<file path="src/hw/rtl/lowest_free_slot_allocator_core_defines.svh">
// ----------------------------------------------------------------------------
// lowest free slot allocator assertion macros
// shared property forms for the allocator checks, clocked on clock, off in reset
// ----------------------------------------------------------------------------
`ifndef LOWEST_FREE_SLOT_ALLOCATOR_CORE_DEFINES_SVH
`define LOWEST_FREE_SLOT_ALLOCATOR_CORE_DEFINES_SVH

// same-cycle implication
`define LFSA_ASSERT_NOW(label, ante, cons, msg) \
   label: assert property (@(posedge clock) disable iff (reset) (ante) |-> (cons)) \
      else $error(msg);

// next-cycle implication
`define LFSA_ASSERT_NEXT(label, ante, cons, msg) \
   label: assert property (@(posedge clock) disable iff (reset) (ante) |=> (cons)) \
      else $error(msg);

`endif

</file>
<file path="src/hw/rtl/lfsa_pkg.sv">
// ----------------------------------------------------------------------------
// lfsa_pkg
// shared sizes, request codes and interface structs of the slot allocator
// ----------------------------------------------------------------------------
package lfsa_pkg;

   localparam int MAX_TASKS = 1024;
   localparam int MAX_SLOTS = 256;

   localparam int TASK_W = $clog2(MAX_TASKS);
   localparam int SLOT_W = $clog2(MAX_SLOTS + 1);

   // free map searched in groups of GRP_W bits
   localparam int GRP_W   = 16;
   localparam int LIDX_W  = $clog2(GRP_W);
   localparam int NUM_GRP = (MAX_SLOTS + GRP_W - 1) / GRP_W;
   localparam int GIDX_W  = (NUM_GRP > 1) ? $clog2(NUM_GRP) : 1;
   localparam int MAP_W   = NUM_GRP * GRP_W;
   localparam int MAP_IDX_W = GIDX_W + LIDX_W;

   typedef enum logic {
      OP_START = 1'b0,
      OP_END   = 1'b1
   } op_type;

   typedef struct packed {
      op_type            op;
      logic [TASK_W-1:0] task_id;
   } req_entry_type;

   typedef struct packed {
      logic          valid;
      req_entry_type entry;
   } queue_head_type;

   typedef struct packed {
      logic pop;
      logic clearing;
   } back_status_type;

endpackage

</file>
<file path="src/hw/rtl/lfsa_front.sv">
// ----------------------------------------------------------------------------
// lfsa_front
// request intake: classifies start and end events into a two-entry queue
// ----------------------------------------------------------------------------
module lfsa_front
   import lfsa_pkg::*;
(
   input  logic            clock,
   input  logic            reset,
   input  logic            start,
   output logic            busy,
   input  logic            req_kind,
   input  logic [9:0]      req_task_req,
   input  back_status_type back_status,
   output queue_head_type  queue_head
);

   req_entry_type entry_ff [2];
   logic          wr_ptr_ff, wr_ptr_in;
   logic          rd_ptr_ff, rd_ptr_in;
   logic [1:0]    count_ff, count_in;
   logic          push;
   logic          pop;
   req_entry_type new_entry;

   assign busy = (count_ff == 2'd2) || back_status.clearing;
   assign push = start && !busy;
   assign pop  = back_status.pop;

   always_comb begin
      new_entry.op      = req_kind ? OP_END : OP_START;
      new_entry.task_id = TASK_W'(req_task_req);
   end

   assign queue_head.valid = (count_ff != 2'd0);
   assign queue_head.entry = entry_ff[rd_ptr_ff];

   always_comb begin
      wr_ptr_in = push ? ~wr_ptr_ff : wr_ptr_ff;
      rd_ptr_in = pop ? ~rd_ptr_ff : rd_ptr_ff;
      count_in  = count_ff;
      case ({push, pop})
         2'b10:   count_in = count_ff + 2'd1;
         2'b01:   count_in = count_ff - 2'd1;
         default: count_in = count_ff;
      endcase
   end

   always_ff @(posedge clock) begin
      if (reset) begin
         wr_ptr_ff <= 1'b0;
         rd_ptr_ff <= 1'b0;
         count_ff  <= 2'd0;
      end else begin
         wr_ptr_ff <= wr_ptr_in;
         rd_ptr_ff <= rd_ptr_in;
         count_ff  <= count_in;
      end
   end

   always_ff @(posedge clock) begin
      if (push) begin
         entry_ff[wr_ptr_ff] <= new_entry;
      end
   end

endmodule

</file>
<file path="config.mk">
export PLATFORM = sky130hd
export DESIGN_NAME = lfsa_front
export DESIGN_NICKNAME = d
export VERILOG_FILES = /design/src/hw/rtl/lowest_free_slot_allocator_core_defines.svh /design/src/hw/rtl/lfsa_pkg.sv /design/src/hw/rtl/lfsa_front.sv
export SDC_FILE = /design/constraint.sdc
export NUM_CORES = 1
export LEC_CHECK = 0
export BUFFER_PORTS_ARGS = -buffer_cell sky130_fd_sc_hd__buf_4
export CORE_AREA = 2 2 51 53
export CTS_CLUSTER_DIAMETER = 40
export DETAILED_ROUTE_END_ITERATION = 10
export DIE_AREA = 0 0 53 55
export PLACE_DENSITY = 0.83
export SYNTH_ARGS = -nofsm -noshare
export SYNTH_HDL_FRONTEND = slang
export SYNTH_SLANG_ARGS = --single-unit
</file>
<file path="constraint.sdc">
create_clock -name clock -period 1.4 [get_ports clock]
set_input_delay 0.14 -clock clock [delete_from_list [all_inputs] [get_ports clock]]
set_output_delay 0.14 -clock clock [all_outputs]
set_load 0.02 [all_outputs]
</file>
==> out/qor.csv, run 1 <==
stage,metric,value,unit
grt,grt_max_degree,15,
power_and_ir_drop,irDropWorstVdd,847,uV
power_and_ir_drop,p_leak,0.640,nW
grt,grtUsageMet3,4.57,%
floorplan,fp.dieH,55,um
drt,antenna_left,0,
final_layout,diodes,0,
power_and_ir_drop,p_int,1.29,mW
yosys,netlist_area,1010,sq um
drt,vias,655,
sta,report.final.slew_viol_count,0,
grt,use_met2,24.6,%
run,max-cap-violations,0,
final_layout,final_util,67.6,%
floorplan,core-area,2360,sq um
yosys,syn_inst,59,
grt,overflow,0,
drt,wire_per_inst,14.6,um
floorplan,dieArea,2920,sq um
final_layout,syn2layout_area_growth,57.8,%
sta,skew,7.77,ps
sta,post-route-period-util,101,%
drt,drc,0,
cts,postCtsSetupRepairBufs,0,
power_and_ir_drop,p_switching,0.411,mW
final_layout,fin_nets,127,
yosys,yosysUniqueCellTypes,16,
critical_path,cp-start-kind,flip-flop,
cts,tritoncts,yes,
power_and_ir_drop,power,1.70,mW
cts,numCtsBuffers,3,
power_and_ir_drop,seqPwrFrac,55.9,%
power_and_ir_drop,power_density,1060,nW/um^2
min_path,hold_class,input pin to flip-flop,
grt,antenna_found_initial,0,
place,pre_cts_ws,-55.4,ps
grt,busiest_layer,met2,
grt,grt_pass1_wl,2570,um
cts,clockBufferDepth,2,
yosys,synthesis.nets,76,
floorplan,start_util,42.9,%
place,io_buffer_count,28,
sta,finalSetupViolations,2,
power_and_ir_drop,p_comb_share,26.1,%
critical_path,worstPathMaxFanout,2,
yosys,avgSynthCellArea,17.2,sq um
sta,hold_ws,24.3,ps
yosys,yosysWarnings,0,
floorplan,row_count,18,
place,gp_congestion,0.590,
floorplan,pin_count,29,
sta,final_hold_viol_count,0,
sta,worst_pin_slew,214,ps
grt,grt.met1_usage,12.8,%
drt,dr.first_iter.drc_count,9,
yosys,seq_area_frac_synth,75.1,%
critical_path,end_kind,flip-flop,
power_and_ir_drop,sw_frac_of_total,24.2,%
cts,clock_sinks,27,
run_status,status,"complete, but fails checks",
power_and_ir_drop,clockPowerShare,18.1,%
drt,drt_first_pass_iters,4,
grt,track_usage,12.7,%
sta,fin_crit,1420,ps
critical_path,worstSetupPathType,flip-flop to flip-flop,
final_layout,drive_gt1_share,54.1,%
sta,fmax,706,MHz
grt,first_global_vias,594,
place,dpl_cell_area,1290,sq um
drt,routed_wl,2020,um
final_layout,final_cell_area,1600,sq um
cts,insertion_delay,300,ps
critical_path,reg2reg_slack,-20,ps
sta,relSlewSlack,85.6,%
critical_path,arrival,1670,ps
yosys,ys_ff_latch,27,
cts,clkTransAtPathRegs,130,ps
critical_path,required,1650,ps
run_status,violations,setup timing,
drt,via_per_inst,4.71,
sta,fin_ws,-16.7,ps
cts,cts_max_level,1,
floorplan,fp.dieW,53,um
cts,cts_root_buffer,clkbuf_4,
sta,rsz0062_at_grt,yes,
cells in the final DEF, fill, tap and decap left out, drive strengths merged, types with 2 or more instances in the layout:
master and count:
dfxtp 5, nor2 7, xnor2 2, dlygate4sd3 11
buf 36, mux2 12, edfxtp 22, clkbuf 4
power by group through the flow:
stage               Clock [mW]  Sequential [mW]  Combinational [mW]
floorplan                    0            0.956               0.176
global placement             0            0.952               0.311
detailed placement           0            0.958               0.322
CTS                      0.317            0.947               0.391
global route             0.355            0.955               0.469
finish                   0.307            0.950               0.443
per-stage QoR:
stage / cells / setup TNS, ps
after floorplan: 59 / -1620
after global placement: 121 / 0
after global routing: 139 / -659
after CTS: 126 / -71.9
final: 139 / -16.9
after detailed placement: 121 / -55.4
area by class of cell:
class                      count  area [sq um]
fill                         178           766
clock buffer                   4          26.3
timing repair buffer          47           444
multi-input combinational     30           324
sequential                    27           763
inverter                       1          3.75
tap                           30          37.5
worst max-delay path: stages, from the launching register on:
cell and delay [ps]:
dfxtp_2 360, nand2b_4 120, nand3b_1 130, ha_4 190, xnor2_1 120, or3_1 320
a21oi_2 120
layer usage:
| layer | up-vias | part of all wire (%) |
|---|---|---|
| met5 | - | 0 |
| met4 | 0 | 0 |
| met3 | 0 | 4.3 |
| met2 | 20 | 54 |
| met1 | 317 | 42 |
| li1 | 318 | - |
timing repair:
action | 4_1_cts | 5_1_grt
pin swaps | 3 | 1
hold buffers | 0 | 11
cloned | 1 | 2
resized for setup | 28 | 13
endpoints found under the hold margin | 0 | 22
setup endpoints to repair | 12 | 35
synth_stat cells:
cell type  count  area [sq um]
xnor2_1        2          17.5
nor2_1         7          26.3
inv_1          1          3.75
o21ai_0        1          5.00
or2_2          1          6.26
a21oi_1        1          5.00
or3_1          1          6.26
or2b_1         1          7.51
mux2_2        12           135
nand3b_1       1          7.51
xor2_1         1          8.76
nand2b_1       1          6.26
dfxtp_1        5           100
edfxtp_1      22           661
ha_1           1          12.5
buf_2          1          5.00
registers in the layout (all words and copies together) (netlist names), named ones only:
| register | flops |
|---|---|
| wr_ptr_ff | 1 |
| count_ff | 2 |
| entry_ff | 22 |
| rd_ptr_ff | 1 |
final timing paths:
kind / from / to / cells past startpoint
hold / removal: reset / count_ff[1] / 2
setup reg to reg: count_ff[0] / count_ff[1] / 6
setup / recovery: count_ff[0] / count_ff[1] / 6
hold reg to reg: rd_ptr_ff / rd_ptr_ff / 2
cell families (layout without fill, tap and decap cells):
| kind of cell | count (synthesis) | count (layout) | share of synthesized area, % |
|---|---|---|---|
| DFF | 27 | 27 | 75.1 |
| muxes | 12 | 12 | 13.3 |
| and+or+nand+nor | 12 | 12 | 5.93 |
| xor gates and xnor gates | 3 | 3 | 2.59 |
| AOI/OAI and AO/OA | 2 | 2 | 0.987 |
| buffers and inverters | 2 | 52 | 0.863 |
| adders and majority gates | 1 | 1 | 1.23 |
No activity file was read; power rests on OpenSTA's default activity.
==> run 2, diff against run 1 <==
- RECOVER_POWER: not set -> 50
==> run 2 against run 1 <==
Compared with the run above: clock power hardly changed; power hardly changed; critical endpoint unchanged; critical path type unchanged; cell count stayed put; register-to-register slack hardly changed; cell area is 0.23% lower; largest power group unchanged; sequential power hardly changed; the run still ends with setup timing left; combinational power hardly changed.
==> out/qor.csv, run 2 (synthesis gave the netlist of run 1 again) <==
stage,metric,value,unit,change
final_layout,reg.largest.list,"entry_ff (22), count_ff (2)",,unchanged
place,io_buffer_count,28,,unchanged
sta,rsz0062_at_grt,yes,,unchanged
run,max-cap-violations,0,,unchanged
grt,track_usage,12.7,%,unchanged
power_and_ir_drop,p_comb_share,26.0,%,was 26.1%
critical_path,crit-reg2reg-capture,count_ff[1],,unchanged
final_layout,drive_gt1_share,53.2,%,was 54.1%
power_and_ir_drop,clockPowerShare,18.1,%,about the same
cts,clkTransAtPathRegs,130,ps,about the same
power_and_ir_drop,p_leak,0.635,nW,was 0.640 nW
drt,via_per_inst,4.67,,was 4.71
critical_path,end_kind,flip-flop,,unchanged
critical_path,arrival,1670,ps,about the same
final_layout,syn2layout_area_growth,57.4,%,was 57.8%
run_status,status,"complete, but fails checks",,unchanged
cts,insertion_delay,300,ps,about the same
floorplan,fp.dieH,55,um,unchanged
sta,fin_ws,-18.8,ps,was -16.7 ps
cts,clock_sinks,27,,unchanged
min_path,hold_class,input pin to flip-flop,,unchanged
min_path,holdPathStages,2,,unchanged
sta,worst_pin_slew,211,ps,was 214 ps
cts,cts_max_level,1,,unchanged
drt,antenna_left,0,,unchanged
floorplan,start_util,42.9,%,unchanged
drt,dr.first_iter.drc_count,8,,was 9
drt,drc,0,,unchanged
final_layout,fillCellCount,180,,was 178
power_and_ir_drop,p_int,1.29,mW,about the same
place,pre_cts_ws,-55.4,ps,unchanged
cts,cts_root_buffer,clkbuf_4,,unchanged
power_and_ir_drop,p_switching,0.412,mW,was 0.411 mW
min_path,hold_end,count_ff[1],,unchanged
critical_path,reg2reg_slack,-20,ps,about the same
final_layout,regMostFlops,entry_ff,,unchanged
grt,first_global_vias,594,,unchanged
power_and_ir_drop,sw_frac_of_total,24.3,%,was 24.2%
power_and_ir_drop,power,1.70,mW,about the same
floorplan,row_count,18,,unchanged
floorplan,fp.dieW,53,um,unchanged
sta,relSlewSlack,85.8,%,was 85.6%
sta,tns,-20.3,ps,was -16.9 ps
floorplan,dieArea,2920,sq um,unchanged
sta,final_hold_viol_count,0,,unchanged
critical_path,reg2reg_depth,6,,unchanged
grt,overflow,0,,unchanged
drt,routed_wl,2030,um,was 2020 um
cts,numCtsBuffers,3,,unchanged
power_and_ir_drop,seqPwrFrac,55.9,%,about the same
sta,skew,7.31,ps,was 7.77 ps
drt,vias,649,,was 655
sta,post-route-period-util,101,%,about the same
sta,hold_ws,22.7,ps,was 24.3 ps
floorplan,pin_count,29,,unchanged
sta,fin_crit,1420,ps,about the same
grt,grt_pass1_wl,2570,um,unchanged
min_path,hp-start,reset,,unchanged
drt,wire_per_inst,14.6,um,about the same
power_and_ir_drop,power_density,1060,nW/um^2,about the same
floorplan,core-area,2360,sq um,unchanged
final_layout,register_area,763,sq um,unchanged
critical_path,worstSetupPathType,flip-flop to flip-flop,,unchanged
run_status,violations,setup timing,,unchanged
cts,clockBufferDepth,2,,unchanged
sta,finalSetupViolations,2,,unchanged
final_layout,final_common_cell,edfxtp_1,,unchanged
sta,fmax,705,MHz,was 706 MHz
power_and_ir_drop,irDropWorstVdd,847,uV,about the same
final_layout,multiInputGateArea,324,sq um,unchanged
critical_path,worstPathMaxFanout,2,,unchanged
final_layout,largest_register_ffs,22,,unchanged
critical_path,timing.rr.start,count_ff[0],,unchanged
grt,antenna_found_initial,0,,unchanged
drt,drt_first_pass_iters,4,,unchanged
grt,grt_max_degree,15,,unchanged
place,gp_congestion,0.590,,unchanged
critical_path,required,1650,ps,about the same
cts,tritoncts,yes,,unchanged
final_layout,diodes,0,,unchanged
final_layout,fin_nets,127,,unchanged
final_layout,layout_common_cells,"edfxtp_1 (22), buf_6 (17), clkbuf_4 (13), mux2_4 (11), dlygate4sd3_1 (11)",,"was edfxtp_1 (22), buf_4 (19), buf_6 (17), mux2_4 (11), dlygate4sd3_1 (11)"
sta,report.final.slew_viol_count,0,,unchanged
final_layout,final_util,67.5,%,was 67.6%
critical_path,cp-start-kind,flip-flop,,unchanged
-- run 2: cell count changes in the layout (fill, tap and decap cells not counted), sizes merged --
cell / previous run / this run
clkbuf: 4 / 15
buf: 36 / 25
-- run 2: area by class of cell --
class / count / share of cell area (%)
sequential: 27 / 47.8
multi-input combinational: 30 / 20.3
tap: 30 / 2.35
clock buffer: 4 / 1.65
timing repair buffer: 47 / 27.6
inverter: 1 / 0.235
-- run 2: power by group through the flow --
stage,Clock [mW],Combinational (mW),Sequential [mW]
6_report,0.308,0.441,0.950
5_1_grt,0.355,0.466,0.955
4_1_cts,0.317,0.391,0.947
3_5_place_dp,0,0.322,0.958
3_3_place_gp,0,0.311,0.952
2_1_floorplan,0,0.176,0.956
-- run 2: how the worst max path moves through the flow --
stage / from / to / slack [ps] / cells past startpoint
after global routing: count_ff[0] / count_ff[1] / -90 / 6
after floorplan: count_ff[0] / entry_ff[1][0] / -70 / 3
after CTS: count_ff[0] / count_ff[1] / -40 / 6
final: count_ff[0] / count_ff[1] / -20 / 6
after global placement: count_ff[0] / count_ff[1] / 40 / 5
after detailed placement: count_ff[0] / count_ff[1] / -60 / 5
-- run 2: per-stage QoR --
step,instance area [sq um],instances
finish,1600,139
global route,1600,139
CTS,1440,126
detailed placement,1290,121
global placement,1290,121
floorplan,1010,59
-- run 2: timing repair --
action	4_1_cts	5_1_grt
cloned	1	2
resized for setup	28	13
endpoints found under the hold margin	0	22
pin swaps	3	1
hold buffers	0	11
buffers inserted	0	0
endpoints found under the setup margin	12	35
-- run 2: routing by layer --
| layer | up-vias | global-route usage [%] | routed length (um) |
|---|---|---|---|
| li1 | 317 | - | - |
| met1 | 312 | 12.8 | 861 |
| met2 | 20 | 24.6 | 1080 |
| met3 | 0 | 4.57 | 88 |
| met4 | 0 | 3.85 | 0 |
| met5 | - | 0 | 0 |
-- run 2: critical path: stages (launching register included) --
cell and delay (ps):
dfxtp_2 360, nand2b_4 120, nand3b_1 130, ha_4 190, xnor2_1 120, or3_1 320
a21oi_2 120
==> run 3, diff against run 2 <==
- SETUP_SLACK_MARGIN: not set -> 0.2
- clock period: 1.4 -> 1.2 ns (I/O delays scaled with it)
==> run 3 against run 2 <==
Compared with the run above: cell count increased by 1.4%; via count increased by 3.4%; the flow still finishes with violations (setup timing); critical endpoint unchanged; sequential cell count unchanged; largest cell class unchanged; non-clock buffer count increased by 2.
==> out/qor.csv, run 3 (synthesis gave the netlist of run 1 again) <==
stage,metric,value,unit,change
critical_path,arrival,1760,ps,was 1670 ps
critical_path,path_cells,"nand2b_4, nand3b_1, ha_2, xnor2_1, or3_1, a21oi_2",,"was nand2b_4, nand3b_1, ha_4, xnor2_1, or3_1, a21oi_2"
cts,cts_root_buffer,clkbuf_4,,unchanged
drt,drc,0,,unchanged
sta,post-route-period-util,123,%,was 101%
drt,antenna_left,0,,unchanged
final_layout,syn2layout_area_growth,62.8,%,was 57.4%
run_status,status,"complete, but fails checks",,unchanged
grt,grt_pass1_wl,2860,um,was 2570 um
floorplan,start_util,42.9,%,unchanged
critical_path,required,1480,ps,was 1650 ps
place,io_buffer_count,28,,unchanged
critical_path,path_buf_inv,0,,unchanged
run,max-cap-violations,0,,unchanged
floorplan,row_count,18,,unchanged
grt,grt_max_degree,16,,was 15
floorplan,fp.dieW,53,um,unchanged
cts,insertion_delay,320,ps,was 300 ps
floorplan,fp.dieH,55,um,unchanged
critical_path,critPathMaxStageDelay,380,ps,was 360 ps
final_layout,largest_register_ffs,22,,unchanged
power_and_ir_drop,clockPowerShare,18.8,%,was 18.1%
sta,report.final.slew_viol_count,0,,unchanged
place,dp.cells,122,,was 121
grt,first_global_vias,684,,was 594
sta,fin_crit,1480,ps,was 1420 ps
cts,numCtsBuffers,3,,unchanged
sta,skew,17.9,ps,was 7.31 ps
final_layout,drive_gt1_share,54.1,%,was 53.2%
sta,worst_pin_slew,257,ps,was 211 ps
drt,routed_wl,2030,um,about the same
drt,via_per_inst,4.76,,was 4.67
sta,relSlewSlack,82.7,%,was 85.8%
drt,dr.first_iter.drc_count,5,,was 8
sta,finalSetupViolations,38,,was 2
cts,tritoncts,yes,,unchanged
sta,fin_ws,-282,ps,was -18.8 ps
final_layout,regMostFlops,entry_ff,,unchanged
place,gp_congestion,0.582,,was 0.590
critical_path,worstPathMaxFanout,2,,unchanged
critical_path,cp-start-kind,flip-flop,,unchanged
cts,clockBufferDepth,2,,unchanged
cts,cts_max_level,1,,unchanged
final_layout,layout_common_cells,"edfxtp_1 (22), buf_4 (13), buf_6 (13), mux2_4 (12), dlygate4sd3_1 (12)",,"was edfxtp_1 (22), buf_6 (17), clkbuf_4 (13), mux2_4 (11), dlygate4sd3_1 (11)"
grt,track_usage,14.3,%,was 12.7%
final_layout,final_common_cell,edfxtp_1,,unchanged
power_and_ir_drop,p_comb_share,27.0,%,was 26.0%
final_layout,final_cells,141,,was 139
floorplan,pin_count,29,,unchanged
sta,fmax,675,MHz,was 705 MHz
floorplan,dieArea,2920,sq um,unchanged
power_and_ir_drop,sw_frac_of_total,25.0,%,was 24.3%
min_path,hold_class,input pin to flip-flop,,unchanged
critical_path,worstSetupPathType,flip-flop to flip-flop,,unchanged
final_layout,fin_nets,129,,was 127
power_and_ir_drop,power_density,1230,nW/um^2,was 1060 nW/um^2
sta,hold_ws,85.1,ps,was 22.7 ps
power_and_ir_drop,p_int,1.53,mW,was 1.29 mW
sta,rsz0062_at_grt,yes,,unchanged
power_and_ir_drop,seqPwrFrac,54.2,%,was 55.9%
drt,vias,671,,was 649
cts,clkTransAtPathRegs,150,ps,was 130 ps
final_layout,diodes,0,,unchanged
run_status,violations,setup timing,,unchanged
drt,wire_per_inst,14.4,um,was 14.6 um
critical_path,slowest_stage,or3_1,,was dfxtp_2
drt,drt_first_pass_iters,4,,unchanged
critical_path,end_kind,flip-flop,,unchanged
power_and_ir_drop,irDropWorstVdd,684,uV,was 847 uV
critical_path,cp_top_family,simple AND/OR/NAND/NOR gates,,unchanged
floorplan,core-area,2360,sq um,unchanged
sta,final_hold_viol_count,0,,unchanged
power_and_ir_drop,p_leak,0.661,nW,was 0.635 nW
power_and_ir_drop,p_switching,0.510,mW,was 0.412 mW
cts,clock_sinks,27,,unchanged
place,dpl.hpwl,1280,um,
grt,antenna_found_initial,0,,unchanged
final_layout,reg.largest.list,"entry_ff (22), count_ff (2)",,unchanged
grt,overflow,0,,unchanged
-- run 3: changes by cell type in the layout (fill, tap and decap cells not counted), sizes merged --
cell	previous run	this run
clkinv	0	1
clkbuf	15	11
buf	25	29
dlygate4sd3	11	12
-- run 3: what timing repair did --
item | CTS | global route
gates resized for setup | 28 | 2
setup endpoints to repair | 38 | 38
hold endpoints to repair | 25 | 0
gates cloned | 0 | 1
setup buffers | 2 | 0
hold buffers | 12 | 0
-- run 3: worst paths after layout --
kind / start / slack (ps) / cells after the start / end
max: count_ff[0] / -280 / 6 / count_ff[1]
min: back_status[1] / 90 / 3 / rd_ptr_ff
max reg2reg: count_ff[0] / -280 / 6 / count_ff[1]
min reg2reg: rd_ptr_ff / 540 / 2 / rd_ptr_ff
-- run 3: per-layer routing --
layer  vias up  wire length, um  global-route usage, %
met5         -                0                      0
met4         0               38                   9.40
li1        321                -                      -
met3         4               84                   1.61
met2        26             1090                   28.3
met1       320              814                   13.9
-- run 3: layout make-up --
cell class | count | area, sq um
repair buffers | 49 | 498
well taps | 30 | 37.5
inverters | 1 | 3.75
multi-input cells | 30 | 318
clock buffers | 3 | 22.5
clock inverters | 1 | 5.00
flip-flops and latches | 27 | 766
fillers | 166 | 714
-- run 3: worst register-to-register path, cell delays in order, from the launching register on --
cell and delay [ps]:
dfxtp_2 360, nand2b_4 120, nand3b_1 110, ha_2 210
xnor2_1 130, or3_1 380, a21oi_2 130
-- run 3: power groups by stage --
stage | Combinational, mW | Sequential (mW) | Clock (mW)
floorplan | 0.217 | 1.12 | 0
global route | 0.582 | 1.11 | 0.417
global placement | 0.403 | 1.12 | 0
CTS | 0.536 | 1.10 | 0.386
detailed placement | 0.420 | 1.12 | 0
finish | 0.550 | 1.10 | 0.383
-- run 3: stage by stage --
step	worst slack [ps]	util [%]	area [sq um]	power, mW	TNS, ps
final	-282	69.8	1650	2.04	-6530
after global routing	-325	69.8	1650	2.11	-8000
after CTS	-269	68.6	1620	2.03	-6370
after detailed placement	-241	57.3	1360	1.54	-1920
after global placement	-127	57.3	1360	1.52	-613
after floorplan	-257	-	1030	1.34	-3170
